`src/hdl/xsvf_pkg.sv`:
```
// shared types, constants and helper functions for the xsvf stream parser
// no dependencies
`default_nettype none

package xsvf_pkg;

  // longest vector, in bytes, that the scan chain can hold
  localparam int MAX_CHAIN_BYTES = 128;

  // byte counter width: holds a full vector length, the 4-byte numeric arguments
  // and a comment position wide enough for the 7-bit index wrap
  localparam int CNT_W = ($clog2(MAX_CHAIN_BYTES + 1) > 7) ? $clog2(MAX_CHAIN_BYTES + 1) : 7;

  // opcodes
  localparam logic [4:0] OP_XCOMPLETE    = 5'd0;
  localparam logic [4:0] OP_XTDOMASK     = 5'd1;
  localparam logic [4:0] OP_XSIR         = 5'd2;
  localparam logic [4:0] OP_XSDR         = 5'd3;
  localparam logic [4:0] OP_XRUNTEST     = 5'd4;
  localparam logic [4:0] OP_RSVD5        = 5'd5;
  localparam logic [4:0] OP_RSVD6        = 5'd6;
  localparam logic [4:0] OP_XREPEAT      = 5'd7;
  localparam logic [4:0] OP_XSDRSIZE     = 5'd8;
  localparam logic [4:0] OP_XSDRTDO      = 5'd9;
  localparam logic [4:0] OP_XSETSDRMASKS = 5'd10;
  localparam logic [4:0] OP_XSDRINC      = 5'd11;
  localparam logic [4:0] OP_XSDRB        = 5'd12;
  localparam logic [4:0] OP_XSDRC        = 5'd13;
  localparam logic [4:0] OP_XSDRE        = 5'd14;
  localparam logic [4:0] OP_XSDRTDOB     = 5'd15;
  localparam logic [4:0] OP_XSDRTDOC     = 5'd16;
  localparam logic [4:0] OP_XSDRTDOE     = 5'd17;
  localparam logic [4:0] OP_XSTATE       = 5'd18;
  localparam logic [4:0] OP_XENDIR       = 5'd19;
  localparam logic [4:0] OP_XENDDR       = 5'd20;
  localparam logic [4:0] OP_XSIR2        = 5'd21;
  localparam logic [4:0] OP_XCOMMENT     = 5'd22;
  localparam logic [4:0] OP_XWAIT        = 5'd23;
  localparam logic [7:0] OP_LAST         = 8'd23;

  // tap state codes
  localparam logic [3:0] TAP_RTI      = 4'd1;
  localparam logic [3:0] TAP_PAUSE_DR = 4'd6;
  localparam logic [3:0] TAP_PAUSE_IR = 4'd13;

  typedef enum logic [2:0] {
    ERR_NONE    = 3'd0,
    ERR_UNK_OP  = 3'd1,
    ERR_IR_LONG = 3'd2,
    ERR_DR_LONG = 3'd3,
    ERR_END_ST  = 3'd4
  } err_t;

  typedef enum logic [2:0] {
    PH_OPCODE  = 3'd0,
    PH_ARG1    = 3'd1,
    PH_ARG2    = 3'd2,
    PH_ARG3    = 3'd3,
    PH_VEC1    = 3'd4,
    PH_VEC2    = 3'd5,
    PH_COMMENT = 3'd6,
    PH_HALT    = 3'd7
  } phase_t;

  // parser control state
  typedef struct packed {
    phase_t phase;
    err_t   err;
    logic   cplt;
  } ctl_t;

  // counters, argument accumulator and instruction registers
  typedef struct packed {
    logic [4:0]       opcode;
    logic [CNT_W-1:0] cnt;
    logic [31:0]      acc;
    logic [15:0]      ir_len;
    logic [31:0]      dr_len;
    logic [7:0]       rpt;
    logic [31:0]      run_test;
    logic [3:0]       end_ir;
    logic [3:0]       end_dr;
    logic [7:0]       next_tap;
    logic [7:0]       wait_start;
    logic [7:0]       wait_end;
    logic [31:0]      wait_us;
    logic [31:0]      sum;
  } dat_t;

  // one result token
  typedef struct packed {
    logic [4:0]  instruction;
    logic [1:0]  byte_role;
    logic [7:0]  data_byte;
    logic [6:0]  vector_index;
    logic [31:0] argument_value;
    logic        instruction_done;
    logic [2:0]  fault_code;
    logic        complete;
    logic [31:0] stream_sum;
  } res_t;

  // bit length rounded up to whole bytes
  function automatic logic [32:0] bytes_of(input logic [31:0] bits);
    logic [32:0] sum;
    sum = {1'b0, bits} + 33'd7;
    return sum >> 3;
  endfunction

  function automatic logic is_ir_op(input logic [4:0] op);
    return (op == OP_XSIR) || (op == OP_XSIR2);
  endfunction

  function automatic logic is_two_vector(input logic [4:0] op);
    return (op == OP_XSDRTDO) || (op == OP_XSETSDRMASKS) || (op == OP_XSDRTDOB) ||
           (op == OP_XSDRTDOC) || (op == OP_XSDRTDOE);
  endfunction

  function automatic logic is_dr_vector_op(input logic [4:0] op);
    return (op == OP_XTDOMASK) || (op == OP_XSDR) || (op == OP_XSDRTDO) ||
           (op == OP_XSETSDRMASKS) || (op == OP_XSDRB) || (op == OP_XSDRC) ||
           (op == OP_XSDRE) || (op == OP_XSDRTDOB) || (op == OP_XSDRTDOC) ||
           (op == OP_XSDRTDOE);
  endfunction

  function automatic logic is_numeric_op(input logic [4:0] op);
    return (op == OP_XSIR) || (op == OP_XRUNTEST) || (op == OP_XREPEAT) ||
           (op == OP_XSDRSIZE) || (op == OP_XSTATE) || (op == OP_XENDIR) ||
           (op == OP_XENDDR) || (op == OP_XSIR2) || (op == OP_XWAIT);
  endfunction

  // byte count of the numeric argument being read in the given phase
  function automatic logic [2:0] numeric_len(input logic [4:0] op, input phase_t ph);
    logic [2:0] len;
    len = 3'd1;
    if ((op == OP_XRUNTEST) || (op == OP_XSDRSIZE)) begin
      len = 3'd4;
    end else if (op == OP_XSIR2) begin
      len = 3'd2;
    end else if ((op == OP_XWAIT) && (ph == PH_ARG3)) begin
      len = 3'd4;
    end
    return len;
  endfunction

endpackage

`default_nettype wire

```
`src/hdl/xsvf_instruction_stream_parser_core.sv`:
```
// xsvf stream parser top level: input register, parser state, result register
// a request accepted into the input register moves on into the result register and then shows on out_valid
// throughput: one byte per cycle while the receiver does not stall, set by the single-pass parse step between registers
// reset: synchronous active-low rst_n empties both registers and returns the parser
// to expect-opcode with repeat 32, end states run-test/idle and all else cleared
// depends on xsvf_pkg and xsvf_step
`default_nettype none

module xsvf_instruction_stream_parser_core (
  input  wire logic        clk,
  input  wire logic        rst_n,
  // input channel
  input  wire logic        in_valid,
  output logic             in_stall,
  input  wire logic [7:0]  in_stream_byte,
  // result channel
  output logic             out_valid,
  input  wire logic        out_stall,
  output logic [4:0]       out_instruction,
  output logic [1:0]       out_byte_role,
  output logic [7:0]       out_data_byte,
  output logic [6:0]       out_vector_index,
  output logic [31:0]      out_argument_value,
  output logic             out_instruction_done,
  output logic [2:0]       out_fault_code,
  output logic             out_complete,
  output logic [31:0]      out_stream_sum
);
  import xsvf_pkg::*;

  // input register
  logic       in_vld_r;
  logic [7:0] in_byte_r;

  // parser state
  ctl_t ctl_r, ctl_nxt;
  dat_t dat_r, dat_nxt;

  // result register
  logic out_vld_r;
  res_t res_r, res_nxt;

  // the held request moves into the result register when that slot is free
  // or its token is being taken this cycle
  logic adv;

  assign adv      = in_vld_r && (!out_vld_r || !out_stall);
  assign in_stall = in_vld_r && !adv;

  xsvf_step u_step (
    .ctl         (ctl_r),
    .dat         (dat_r),
    .stream_byte (in_byte_r),
    .ctl_nxt     (ctl_nxt),
    .dat_nxt     (dat_nxt),
    .res         (res_nxt)
  );

  // input register: refills whenever it is not holding a stalled request
  always_ff @(posedge clk) begin
    if (!rst_n) begin
      in_vld_r <= 1'b0;
    end else if (!in_stall) begin
      in_vld_r <= in_valid;
    end
  end

  always_ff @(posedge clk) begin
    if (!in_stall && in_valid) begin
      in_byte_r <= in_stream_byte;
    end
  end

  // parser state advances once per request that reaches the result register
  always_ff @(posedge clk) begin
    if (!rst_n) begin
      ctl_r.phase      <= PH_OPCODE;
      ctl_r.err        <= ERR_NONE;
      ctl_r.cplt       <= 1'b0;
      dat_r.opcode     <= '0;
      dat_r.cnt        <= '0;
      dat_r.acc        <= '0;
      dat_r.ir_len     <= '0;
      dat_r.dr_len     <= '0;
      dat_r.rpt        <= 8'd32;
      dat_r.run_test   <= '0;
      dat_r.end_ir     <= TAP_RTI;
      dat_r.end_dr     <= TAP_RTI;
      dat_r.next_tap   <= '0;
      dat_r.wait_start <= '0;
      dat_r.wait_end   <= '0;
      dat_r.wait_us    <= '0;
      dat_r.sum        <= '0;
    end else if (adv) begin
      ctl_r <= ctl_nxt;
      dat_r <= dat_nxt;
    end
  end

  // result register: holds its token while the receiver stalls
  always_ff @(posedge clk) begin
    if (!rst_n) begin
      out_vld_r <= 1'b0;
    end else if (adv) begin
      out_vld_r <= 1'b1;
    end else if (!out_stall) begin
      out_vld_r <= 1'b0;
    end
  end

  always_ff @(posedge clk) begin
    if (adv) begin
      res_r <= res_nxt;
    end
  end

  assign out_valid            = out_vld_r;
  assign out_instruction      = res_r.instruction;
  assign out_byte_role        = res_r.byte_role;
  assign out_data_byte        = res_r.data_byte;
  assign out_vector_index     = res_r.vector_index;
  assign out_argument_value   = res_r.argument_value;
  assign out_instruction_done = res_r.instruction_done;
  assign out_fault_code       = res_r.fault_code;
  assign out_complete         = res_r.complete;
  assign out_stream_sum       = res_r.stream_sum;

  // a request that advances from the input register always lands in the result register next
  a_adv_fills_out: assert property (@(posedge clk) disable iff (!rst_n)
    adv |=> out_vld_r)
    else $error("advanced request did not reach the result register");

  // the input side only stalls while a request is held
  a_stall_needs_item: assert property (@(posedge clk) disable iff (!rst_n)
    in_stall |-> in_vld_r)
    else $error("input stalled with no request held");

  // completion is sticky across delivered tokens
  a_complete_sticky: assert property (@(posedge clk) disable iff (!rst_n)
    (out_vld_r && res_r.complete) |=> (!out_vld_r || res_r.complete))
    else $error("complete flag dropped");

  // an error code never changes once reported
  a_error_sticky: assert property (@(posedge clk) disable iff (!rst_n)
    (out_vld_r && (res_r.fault_code != ERR_NONE)) |=>
      (!out_vld_r || (res_r.fault_code == $past(res_r.fault_code))))
    else $error("sticky error changed");

endmodule

`default_nettype wire

```
`src/hdl/xsvf_step.sv`:
```
// per-byte parse step: next parser state and the result token for one stream byte
// depends on xsvf_pkg
`default_nettype none

module xsvf_step (
  input  wire xsvf_pkg::ctl_t ctl,
  input  wire xsvf_pkg::dat_t dat,
  input  wire logic [7:0]     stream_byte,
  output xsvf_pkg::ctl_t      ctl_nxt,
  output xsvf_pkg::dat_t      dat_nxt,
  output xsvf_pkg::res_t      res
);
  import xsvf_pkg::*;

  logic [4:0]       op_in;
  logic             bad_op;
  logic [CNT_W-1:0] cnt_inc;
  logic [31:0]      acc_shift;
  logic             arg_last;
  logic [32:0]      ir_bytes_new;
  logic [32:0]      dr_bytes_new;
  logic             ir_too_long;
  logic             dr_too_long;
  logic [32:0]      dr_bytes_cur;
  logic [32:0]      vec_len;
  logic             vec_last;
  logic             is_wait;

  assign op_in     = stream_byte[4:0];
  assign bad_op    = (stream_byte > OP_LAST) || (op_in == OP_RSVD5) ||
                     (op_in == OP_RSVD6) || (op_in == OP_XSDRINC);
  assign cnt_inc   = dat.cnt + CNT_W'(1);
  assign acc_shift = {dat.acc[23:0], stream_byte};
  assign arg_last  = cnt_inc >= CNT_W'(numeric_len(dat.opcode, ctl.phase));
  assign is_wait   = dat.opcode == OP_XWAIT;

  assign ir_bytes_new = bytes_of({16'd0, acc_shift[15:0]});
  assign dr_bytes_new = bytes_of(acc_shift);
  assign ir_too_long  = ir_bytes_new > 33'(MAX_CHAIN_BYTES);
  assign dr_too_long  = dr_bytes_new > 33'(MAX_CHAIN_BYTES);

  assign dr_bytes_cur = bytes_of(dat.dr_len);
  assign vec_len      = is_ir_op(dat.opcode) ? bytes_of({16'd0, dat.ir_len}) : dr_bytes_cur;
  assign vec_last     = 33'(cnt_inc) >= vec_len;

  // next phase, sticky error and completion
  always_comb begin
    ctl_nxt = ctl;
    case (ctl.phase)
      PH_OPCODE: begin
        if (bad_op) begin
          ctl_nxt.err   = ERR_UNK_OP;
          ctl_nxt.phase = PH_HALT;
        end else if (op_in == OP_XCOMPLETE) begin
          ctl_nxt.cplt  = 1'b1;
          ctl_nxt.phase = PH_HALT;
        end else if (op_in == OP_XCOMMENT) begin
          ctl_nxt.phase = PH_COMMENT;
        end else if (is_numeric_op(op_in)) begin
          ctl_nxt.phase = PH_ARG1;
        end else if (is_dr_vector_op(op_in) && (dr_bytes_cur != 33'd0)) begin
          ctl_nxt.phase = PH_VEC1;
        end
      end
      PH_ARG1, PH_ARG2, PH_ARG3: begin
        if (arg_last) begin
          if (is_wait && (ctl.phase == PH_ARG1)) begin
            ctl_nxt.phase = PH_ARG2;
          end else if (is_wait && (ctl.phase == PH_ARG2)) begin
            ctl_nxt.phase = PH_ARG3;
          end else begin
            ctl_nxt.phase = PH_OPCODE;
            if ((dat.opcode == OP_XSDRSIZE) && dr_too_long) begin
              ctl_nxt.err   = ERR_DR_LONG;
              ctl_nxt.phase = PH_HALT;
            end else if (((dat.opcode == OP_XENDIR) || (dat.opcode == OP_XENDDR)) &&
                         (stream_byte > 8'd1)) begin
              ctl_nxt.err   = ERR_END_ST;
              ctl_nxt.phase = PH_HALT;
            end else if (is_ir_op(dat.opcode)) begin
              if (ir_too_long) begin
                ctl_nxt.err   = ERR_IR_LONG;
                ctl_nxt.phase = PH_HALT;
              end else if (ir_bytes_new != 33'd0) begin
                ctl_nxt.phase = PH_VEC2;
              end
            end
          end
        end
      end
      PH_VEC1, PH_VEC2: begin
        if (vec_last) begin
          if ((ctl.phase == PH_VEC1) && is_two_vector(dat.opcode)) begin
            ctl_nxt.phase = PH_VEC2;
          end else begin
            ctl_nxt.phase = PH_OPCODE;
          end
        end
      end
      PH_COMMENT: begin
        if (stream_byte == 8'd0) begin
          ctl_nxt.phase = PH_OPCODE;
        end
      end
      default: begin
        ctl_nxt.phase = PH_HALT;
      end
    endcase
  end

  // data registers and result token
  always_comb begin
    dat_nxt     = dat;
    dat_nxt.sum = dat.sum + {24'd0, stream_byte};

    res                  = '0;
    res.instruction      = dat.opcode;
    res.data_byte        = stream_byte;
    res.fault_code       = ctl_nxt.err;
    res.complete         = ctl_nxt.cplt;
    res.stream_sum       = dat_nxt.sum;

    case (ctl.phase)
      PH_OPCODE: begin
        res.instruction      = op_in;
        dat_nxt.opcode       = op_in;
        dat_nxt.cnt          = '0;
        dat_nxt.acc          = '0;
        res.instruction_done = bad_op || (op_in == OP_XCOMPLETE) ||
                               ((op_in != OP_XCOMMENT) && !is_numeric_op(op_in) &&
                                is_dr_vector_op(op_in) && (dr_bytes_cur == 33'd0));
      end
      PH_ARG1, PH_ARG2, PH_ARG3: begin
        res.byte_role      = 2'(ctl.phase);
        res.argument_value = acc_shift;
        res.vector_index   = 7'(dat.cnt);
        dat_nxt.acc        = acc_shift;
        dat_nxt.cnt        = cnt_inc;
        if (arg_last) begin
          dat_nxt.cnt = '0;
          dat_nxt.acc = '0;
          if (is_wait && (ctl.phase == PH_ARG1)) begin
            dat_nxt.wait_start = stream_byte;
          end else if (is_wait && (ctl.phase == PH_ARG2)) begin
            dat_nxt.wait_end = stream_byte;
          end else begin
            res.instruction_done = 1'b1;
            case (dat.opcode)
              OP_XRUNTEST: dat_nxt.run_test = acc_shift;
              OP_XREPEAT:  dat_nxt.rpt      = stream_byte;
              OP_XSDRSIZE: dat_nxt.dr_len   = acc_shift;
              OP_XSTATE:   dat_nxt.next_tap = stream_byte;
              OP_XENDIR: begin
                if (stream_byte == 8'd0) begin
                  dat_nxt.end_ir = TAP_RTI;
                end else if (stream_byte == 8'd1) begin
                  dat_nxt.end_ir = TAP_PAUSE_IR;
                end
              end
              OP_XENDDR: begin
                if (stream_byte == 8'd0) begin
                  dat_nxt.end_dr = TAP_RTI;
                end else if (stream_byte == 8'd1) begin
                  dat_nxt.end_dr = TAP_PAUSE_DR;
                end
              end
              OP_XWAIT:    dat_nxt.wait_us = acc_shift;
              OP_XSIR, OP_XSIR2: begin
                dat_nxt.ir_len       = acc_shift[15:0];
                res.instruction_done = ir_too_long || (ir_bytes_new == 33'd0);
              end
              default: begin
                dat_nxt.acc = '0;
              end
            endcase
          end
        end
      end
      PH_VEC1, PH_VEC2: begin
        res.byte_role    = (ctl.phase == PH_VEC1) ? 2'd1 : 2'd2;
        res.vector_index = 7'(dat.cnt);
        dat_nxt.cnt      = cnt_inc;
        if (vec_last) begin
          dat_nxt.cnt          = '0;
          res.instruction_done = !((ctl.phase == PH_VEC1) && is_two_vector(dat.opcode));
        end
      end
      PH_COMMENT: begin
        res.byte_role    = 2'd1;
        res.vector_index = 7'(dat.cnt);
        dat_nxt.cnt      = cnt_inc;
        if (stream_byte == 8'd0) begin
          res.instruction_done = 1'b1;
          dat_nxt.cnt          = '0;
        end
      end
      default: begin
        res.byte_role = 2'd0;
      end
    endcase
  end

endmodule

`default_nettype wire

```
`config.mk`:
```
export PLATFORM = sky130hd
export DESIGN_NAME = xsvf_instruction_stream_parser_core
export DESIGN_NICKNAME = d
export VERILOG_FILES = /design/src/hdl/xsvf_pkg.sv /design/src/hdl/xsvf_instruction_stream_parser_core.sv /design/src/hdl/xsvf_step.sv
export SDC_FILE = /design/constraint.sdc
export NUM_CORES = 1
export LEC_CHECK = 0
export ABC_AREA = 1
export BUFFER_PORTS_ARGS = -buffer_cell sky130_fd_sc_hd__buf_4
export CORE_MARGIN = 4
export CORE_UTILIZATION = 43
export DETAILED_ROUTE_END_ITERATION = 8
export GPL_TIMING_DRIVEN = 0
export PLACE_DENSITY = 0.59
export SYNTH_ARGS = -nofsm -noshare
export SYNTH_HDL_FRONTEND = slang
export SYNTH_SLANG_ARGS = --single-unit
```
`constraint.sdc`:
```
create_clock -name clk -period 7.6 [get_ports clk]
set_clock_uncertainty 0.05 [all_clocks]
set_input_delay 0.76 -clock clk [delete_from_list [all_inputs] [get_ports clk]]
set_output_delay 0.76 -clock clk [all_outputs]
set_load 0.05 [all_outputs]
```
### Word-level counts from Yosys, hierarchy flattened

Index checks and enable logic that the tools add are counted.

* flip-flop bits (word level): 329
* input port bits: 12
* output and inout bits: 93

* add/sub/neg operators: 6
* magnitude comparators: 6
* eq/ne operators: 50
* muxes and demuxes: 64
* bitwise operators: 2
* reduce and logical (&&, ||, !) cells: 77

Operator list (count)
* $mux W192: 1
* $mux W136: 1
* $mux W32: 4
* $mux W104: 1
* $eq A5 B5 Y1 const B: 15
* $add A32 B3 Y33 const B: 2
* $logic_not A33 Y1: 2
* $reduce_bool A33 Y1: 2
* $eq A5 B4 Y1 const B: 12
* $gt A30 B8 Y1 const B: 2
* $mux W3: 19
* $mux W8: 6
* $pmux W24 S2: 1
* $mux W40: 1
* $reduce_and A6 Y1: 6
* $add A16 B3 Y17 const B: 2
* $ge A8 B33 Y1: 1
* $add A32 B8 Y32: 1
* $pmux W8 S4: 1
* $logic_or A1 B1 Y1: 31
* $eq A5 B3 Y1 const B: 6
* $mux W30: 1
* $mux W4: 6
* $mux W6: 4
* 36 further kinds: 77

### Depth between registers and ports, before layout

Gate-level depths: netlist of run 1.

* word-level depth: 17
* depth in mapped cells: 25
* gate-level depth less buffers: 25

### Hierarchy

Synthesis of run 1 repeated with hierarchy kept, for this count alone.

* cells, all modules: 3191
* area total of the unflattened synthesis: 20753.7 um^2

By module, submodules not included
* xsvf_instruction_stream_parser_core: times used 1, cells each 1652, area an instance 13460.4 um^2, sequential area each 7737.4 um^2
* xsvf_step: times used 1, cells each 1539, area an instance 7293.2 um^2, sequential area each 0.0 um^2

### Worst setup path after synthesis of run 1

OpenSTA, ideal clock, no wires.

* kind: input-to-reg
* start: input out_stall
* end: register dat_r[1] in the netlist's numbering
* library setup time: 0.109 ns
* arrival time: 4.140 ns
* required time: 7.441 ns
* path slack: 3.302 ns
* cell stages on the path: 6
* buffers on the path: 1
* cells stage by stage: nand2_1 > inv_1 > nor2_1 > clkbuf_1 > o21ai_0 > a21oi_1

* longest elaborated chain between the ends: 3

Ends and longest elaborated chain
* start: declaration: RTL line xsvf_instruction_stream_parser_core.sv:18 `input wire logic out_stall,`
* $logic_not A1 Y1
* $logic_or A1 B1 Y1: RTL line xsvf_instruction_stream_parser_core.sv:47 `assign adv = in_vld_r && (!out_vld_r || !out_stall);`
* $logic_and A1 B1 Y1: RTL line xsvf_instruction_stream_parser_core.sv:47
* named net adv: RTL line xsvf_instruction_stream_parser_core.sv:45 `logic adv;`
* end signal: assignment: RTL line xsvf_instruction_stream_parser_core.sv:96 `dat_r <= dat_nxt;`
* end: declaration: RTL line xsvf_instruction_stream_parser_core.sv:37 `dat_t dat_r, dat_nxt;`

The timed path passes the listed nets, and every way through them passes these cells.
A chain may end at the register's enable or synchronous reset.

==> flow_results.org, run 1 <==
** Finish
- Area of all placed cells without fillers :: 0.0147 mm^2
- In the final layout, the share of cells above drive strength 1 is 11.1%.
- Leading cell types in the layout, fill and taps excluded :: sky130_fd_sc_hd__nand2_1, sky130_fd_sc_hd__nor2_1, sky130_fd_sc_hd__inv_1
- Area delta synth->final :: 16.8%
- Area of the multi-input gates :: 0.00595 mm^2
- Fin cells :: 2314
- Fill cell count :: 2951
- N_diodes :: 0
- Commonest non-fill, non-tap cell in the layout :: sky130_fd_sc_hd__nand2_1
- Net count reported at finish :: 1945
- In the final layout, flip-flops and latches occupy 0.00550 mm^2.

** Die
- Row generation in the floorplan step produced 62 rows.
- Core area :: 0.0289 mm^2
- Die Span X :: 179 um
- Die H :: 179 um
- Die Footprint :: 0.0321 mm^2
- The initial utilization of the core area, before any placement, comes to 43.7%.
- Number of primary I/O pins :: 105

** Power
- Power density relative to cell area :: 204 mW/mm^2
- The completed layout was analyzed and its total power is 0.00301 W.
- Across the VDD grid, the largest voltage drop is 0.000149 V.
- For this design the static power due to leakage is 6.30 nW.

** GRT
- Wire length of the first global-routing pass :: 59400 um
- After global routing the overflow that remains totals 0.
- Maximum number of pins on one net before global-route repair :: 55
- The via count of the first global-routing pass came to 11200.
- GR Util All Layers :: 23.2%
- The initial antenna violation count came to 0.

** Drt
- For this run, design rule violations remaining after detail routing come to 0.
- The final layout contains routed wiring with a total length of 37800 um.
- Dividing the detail-routed via count by the number of cells gives 5.15.
- First-iteration detailed-routing DRC count :: 912
- Routed length per instance :: 16.3 um
- 1st-pass router iterations :: 5
- Summing over every cut layer, the via total after detailed routing is 11900.
- In this run the remaining antenna-violating nets after routing total 0.

** Timing
- The worst pin sits at a relative slew slack of 42.5%.
- Derived from the worst setup path, the maximum achievable clock frequency is 267 MHz.
- Setup tns final :: 0 ps
- Least-Margin Pin Slew :: 863 ps
- Setup repair after global routing left no endpoint under its margin.
- Final Slew Violations :: 0
- Setup violators final :: 0
- Min cycle time layout :: 3750 ps
- The number of failing hold endpoints at the final stage is 0.
- Of the available clock period, the critical path in the final layout requires 49.3%.

** Logic synthesis
- The number of nets in the synthesized netlist is 1812.
- Counting flops and latches in the post-synthesis netlist gives 225.
- Post-synthesis async set-or-reset flop share :: 0%
- Predominant post-synthesis flop cell :: sky130_fd_sc_hd__dfxtp_1
- In this run, distinct cell masters in the synthesized netlist total 47.
- The Yosys step of the flow raised 0 warnings.
- Summing every instance area after synthesis gives 0.0126 mm^2.
- Leading area contributor after synthesis :: sky130_fd_sc_hd__edfxtp_1
- Sequential elements use 43.6% of the synthesized area.
- Counting flops with a built-in enable in the synthesized netlist gives 99.
- Number of instances in the synthesized netlist :: 1779
- In this run the biggest area consumer among cell types represents 23.6% of the synthesized area.
- Cell types occupying the most area after synthesis :: sky130_fd_sc_hd__edfxtp_1, sky130_fd_sc_hd__dfxtp_1, sky130_fd_sc_hd__nand2_1
- Synthesized area per cell :: 7.09 um^2

** Clock tree
- Counting every sink on the clock net gives 225.
- Post-CTS repair changed the size of 0 cells.
- Clock tree synthesis selected as its root buffer the cell sky130_fd_sc_hd__clkbuf_16.
- After clock tree synthesis, the clock-pin slew on the worst setup and hold paths is 60 ps.
- Deepest level of the CTS H-tree :: 1
- Clock buffers created by TritonCTS :: 26
- In this run the deepest clock path goes through 3 buffers.
- Post-CTS timing repair inserted 0 buffers for setup.
- Clock tree from TritonCTS :: yes
- Number of buffers added to fix hold violations after cts :: 0
- Clock latency on the worst-skew pair :: 530 ps

** Setup path
- Required time of the critical path :: 7810 ps
- Critical path type :: reg -> reg
- The startpoint identified for the worst register-to-register timing path is dat_r[228].
- Crit path capture type :: flop
- Data on the critical path arrives at its endpoint at 3960 ps.
- Max FO, Critical Path :: 6
- Worst setup path start :: dat_r[228]
- The worst setup path is launched from a flop.

** Hold path
- The startpoint identified for the worst hold timing path is in_stream_byte[1].
- Class of the tightest hold or removal check :: in -> reg

** Place
- Placed cell area :: 0.0139 mm^2
- Placed cell count :: 2268
- Buffers placed on the I/O ports in this run total 104.
- Detailed placement finished with a half-perimeter wire length of 29000 um.
- The congestion estimate from routability-driven global placement came to 0.957.

** Job
- The tool flagged a number of max-cap violations equal to 0.

** Status
- The run finished with clean final reports.
==> power by group <==
group	leakage [nW]	switching (W)	total [W]	internal, W
Clock	0.407	0.000499	0.00122	0.000723
Combinational	3.92	0.000319	0.000434	0.000115
Sequential	1.98	0.0000340	0.00136	0.00132
==> critical path: stages, from the launching register on <==
cell,delay (ps)
sky130_fd_sc_hd__dfxtp_1,420
sky130_fd_sc_hd__inv_1,150
sky130_fd_sc_hd__nor4_1,440
sky130_fd_sc_hd__inv_1,140
sky130_fd_sc_hd__nor3_1,260
sky130_fd_sc_hd__nor3b_1,100
sky130_fd_sc_hd__ha_1,280
sky130_fd_sc_hd__inv_1,50
sky130_fd_sc_hd__a21boi_0,70
sky130_fd_sc_hd__o21a_1,180
sky130_fd_sc_hd__nor4_1,280
sky130_fd_sc_hd__nand2_2,180
sky130_fd_sc_hd__nand2_1,140
sky130_fd_sc_hd__nor2_1,80
sky130_fd_sc_hd__nand3_1,70
sky130_fd_sc_hd__nand3_1,80
sky130_fd_sc_hd__o21ai_0,420
sky130_fd_sc_hd__inv_1,100
==> metrics by stage <==
stage	utilization (%)	hold slack (ps)	setup WS [ps]
after floorplan	-	394	3300
after global placement	48.1	418	1670
after detailed placement	48.2	424	3920
after CTS	51.1	329	3890
after global routing	51.1	334	3530
final	51.1	348	3850
==> cell families after synthesis <==
group	count (synthesis)	share of synthesized area, %
fa+ha+maj	21	2.14
xor+xnor	42	2.92
buf+inv	305	9.26
simple gates	918	30.9
compound gates	268	11.2
flops	225	43.6
==> per-layer routing <==
layer	global-route usage, %	up-vias	part of all wire, %
met5	0	-	0
met4	6.28	0	2.6
met3	4.05	70	7.0
met2	35.3	383	43
met1	34.0	5456	48
li1	-	6015	-
==> cell usage after synthesis (all sizes together) (5+ instances only) <==
master  count
nand2     450
a31oi       5
nand3     136
buf        16
a21oi     133
inv       242
clkbuf     44
nor4        6
dfxtp     126
nor3       27
xor2       39
nor2      265
edfxtp     99
ha         20
nand4      25
o21ai     118
==> final cells by class <==
class	instances	share of cell area, %
clock buffer	33	4.81
timing repair buffer	105	5.48
clock inverter	13	0.832
tap	384	3.26
multi-input combinational	1249	40.4
inverter	245	6.24
sequential	225	37.3
buffer	60	1.71
==> flip-flops by register name, indices dropped and copies added (netlist names) <==
signal                flops
out_fault_code            3
out_data_byte             8
ctl_r                     7
out_complete              1
out_instruction           5
out_argument_value       32
out_stream_sum           32
out_byte_role             2
dat_r                   117
in_byte_r                 8
out_vector_index          7
out_instruction_done      1
in_vld_r                  1
out_valid                 1
==> final timing paths <==
kind                                     endpoint  slack (ps)  cells past startpoint
worst max-delay path            out_fault_code[0]        3850                     17
worst min-delay path                 in_byte_r[1]         350                      1
worst max register to register  out_fault_code[0]        3850                     17
worst min register to register         dat_r[223]         430                      2
Note: power is estimated with default switching activity, not from simulation.
==> inputs of run 2 (changes only) <==
==> constraint.sdc (replaced) <==
create_clock -name clk -period 3.51 [get_ports clk]
set_clock_uncertainty 0.05 [all_clocks]
set_input_delay 0.351 -clock clk [delete_from_list [all_inputs] [get_ports clk]]
set_output_delay 0.351 -clock clk [all_outputs]
set_load 0.05 [all_outputs]
==> flow_results.org, run 2 (same netlist as run 1, synthesis figures left out) <==
** Finish
- Summing all multi-input logic gate instances after layout gives 0.00603 mm^2.
- Summing all flip-flop and latch instances after layout gives 0.00550 mm^2.
- The post-route netlist has 12.4% of its cells at a drive strength greater than 1.
- After filler insertion, the fill cell instance count of the layout stands at 2930.
- With fillers left out, the area of the finished cells amounts to 0.0149 mm^2.
- The register with the most flip-flops in the layout has 117 of them.
- The net count of the finished layout is 1951.
- The finished layout holds 2321 standard cells, fillers aside.
- From synthesis to final layout, the design area changed by 18.4%.
- Top reg by flops :: dat_r
- The repair_antennas step left the layout with diodes totalling 0.
- The top cell types in the final layout, fill and taps aside, are sky130_fd_sc_hd__nand2_1, sky130_fd_sc_hd__nor2_1, sky130_fd_sc_hd__inv_1.
- Commonest non-fill, non-tap cell in the layout :: sky130_fd_sc_hd__nand2_1

** Setup path
- STA classifies the critical path startpoint as a flop.
- STA classifies the critical path endpoint as a flop.
- By startpoint and endpoint, the worst setup path is classified as reg -> reg.
- Slowest-stage cell, CP :: sky130_fd_sc_hd__dfxtp_2
- The largest single stage delay on the critical path is 350 ps.
- Cell family with most CP delay :: simple AND/OR/NAND/NOR gates
- Required time of the critical path :: 3840 ps
- Together, buffers and inverters on the worst path number 3.
- Crit-path cells :: inv_1 -> nand4_1 -> nand2_4 -> buf_6 -> buf_4 -> nor2_1 -> a31oi_2 -> ha_1 -> nand2_1 -> nor3_1 -> nand3_1 -> nor2_2 -> nand4_1 -> nor2_1 -> nand2_1 -> nand3_2 -> nand2_1 -> nand3_1 -> a21oi_1
- Along the worst path, the maximum fanout reaches 10.
- Most repeated library cell on the critical path :: sky130_fd_sc_hd__nand2_1
- Arrival time worst endpoint :: 3600 ps

** Clock tree
- The clock passes through at most 3 buffers.
- CTS built an H-tree with a depth of 1.
- Clock transition at path regs :: 60 ps
- Root buffer selected by CTS :: sky130_fd_sc_hd__clkbuf_16
- CTS saw 225 sinks.
- Clock latency on the worst-skew pair, taken at its later pin, is 530 ps.
- Clock tree from TritonCTS :: yes
- Buffers inserted during clock tree synthesis total 25.

** Power
- Summed over all cells, the static leakage comes to 6.38 nW.
- Net switching is 28.3% of the power.
- Internal power comes to 0.00474 W.
- Comb pwr share :: 14.5%
- Peak supply drop :: 0.000346 V
- Share of total power in the clock network :: 41.0%
- Flop pwr share :: 44.5%
- Dividing total power by cell area gives a power density of 442 mW/mm^2.
- Net switching power figure :: 0.00186 W

** Timing
- Setup violators final :: 0
- RSZ-0062 raised after global routing :: no
- Timing would allow up to 305 MHz.
- For the pin with the worst max-slew slack, the measured transition is 866 ps.
- The final max-slew violation count is 0.
- The number of failing hold endpoints at the final stage came to 0.
- Crit share post-route :: 93.4%
- Slew HR :: 42.3%
- After layout, the minimum clock period comes to 3280 ps.

** Job
- Max-cap violations in this run came to 0.

** Hold path
- Class of the tightest hold or removal check :: in -> reg

** Die
- Starting utilization of the core area :: 43.7%
- During I/O placement, the number of pins put on the boundary was 105.
- In this run the core area contains 62 standard-cell rows.
- The die is 179 um wide.
- From bottom edge to top edge, the die measures 179 um.
- The die covers 0.0321 mm^2.
- Core area :: 0.0289 mm^2

** Drt
- DRC :: 0
- Dividing the detail-routed wire length by the instance count gives 16.3 um.
- Average via count per standard cell :: 5.16
- 1st-pass router iterations :: 7
- The routed design has 37900 um of wire.
- Total via count in the routed design :: 12000
- Routed Antenna Nets :: 0
- First-iteration detailed-routing DRC count :: 925

** GRT
- Wire length of the first global-routing pass :: 59700 um
- The via count of the first global-routing pass came to 11200.
- Final global-route overflow total :: 0
- GR Util All Layers :: 23.4%
- Antenna violations before repair :: 0
- Entering global routing, the biggest net connects 53 pins.

** Place
- At the end of routability-driven placement, the weighted congestion stood at 0.947.
- Count of buffers inserted at the top-level ports :: 104
- In this run, placement finished with an instance count of 2268.
- Total half-perimeter wirelength after legalization and detailed placement :: 29100 um
- Summing all placed instances gives a cell area of 0.0139 mm^2.

** Status
- The run finished with clean final reports.
[run 2: tightest hold or removal path, delay by kind of cell]
kind / cells / cell delay, ps
simple gates: 1 / 70
compound gates: 1 / 60
buf+inv: 1 / 100
[run 2: stage by stage]
stage	setup TNS (ps)	setup slack [ps]	power (W)	util [%]	hold WS [ps]
final	0	231	0.00660	51.8	57.2
after global routing	0	3.76	0.00688	51.8	65.2
after CTS	0	17.8	0.00666	51.4	46.3
after detailed placement	-3060	-266	0.00393	48.2	426
after global placement	-2720	-248	0.00392	48.1	419
after floorplan	0	635	0.00362	-	394
[run 2: path summary, 6_finish.rpt]
| kind | from | slack (ps) | depth (start not counted) | to |
|---|---|---|---|---|
| setup / recovery | dat_r[228] | 230 | 19 | dat_r[219] |
| hold / removal | in_valid | 60 | 3 | in_vld_r |
| setup reg to reg | dat_r[228] | 230 | 19 | dat_r[219] |
| hold reg to reg | dat_r[223] | 440 | 2 | dat_r[223] |
[run 2: per-layer routing]
layer | GRT usage [%] | part of all wire [%]
met5 | 0 | 0
met4 | 5.59 | 2.3
met3 | 3.96 | 6.8
met2 | 36.2 | 44
met1 | 34.3 | 47
[run 2: layout make-up]
cell class,instances,share of cell area [%]
well taps,384,3.22
multi-input cells,1249,40.4
plain buffers,58,1.75
inverters,245,6.17
repair buffers,114,6.00
clock buffers,31,4.61
flip-flops and latches,225,36.8
clock inverters,15,1.07
[run 2: repair_timing]
action	CTS	global route
hold buffers	8	0
setup endpoints to repair	22	83
pin swaps	0	2
endpoints found under the hold margin	8	0
resized for setup	6	36
buffers inserted	0	1
[run 2: power groups by stage]
stage / clock (W) / sequential (W) / combinational, W
2_1_floorplan: 0 / 0.00317 / 0.000452
3_3_place_gp: 0 / 0.00299 / 0.000927
3_5_place_dp: 0 / 0.00299 / 0.000935
4_1_cts: 0.00277 / 0.00294 / 0.000949
5_1_grt: 0.00288 / 0.00295 / 0.00105
6_report: 0.00271 / 0.00294 / 0.000956
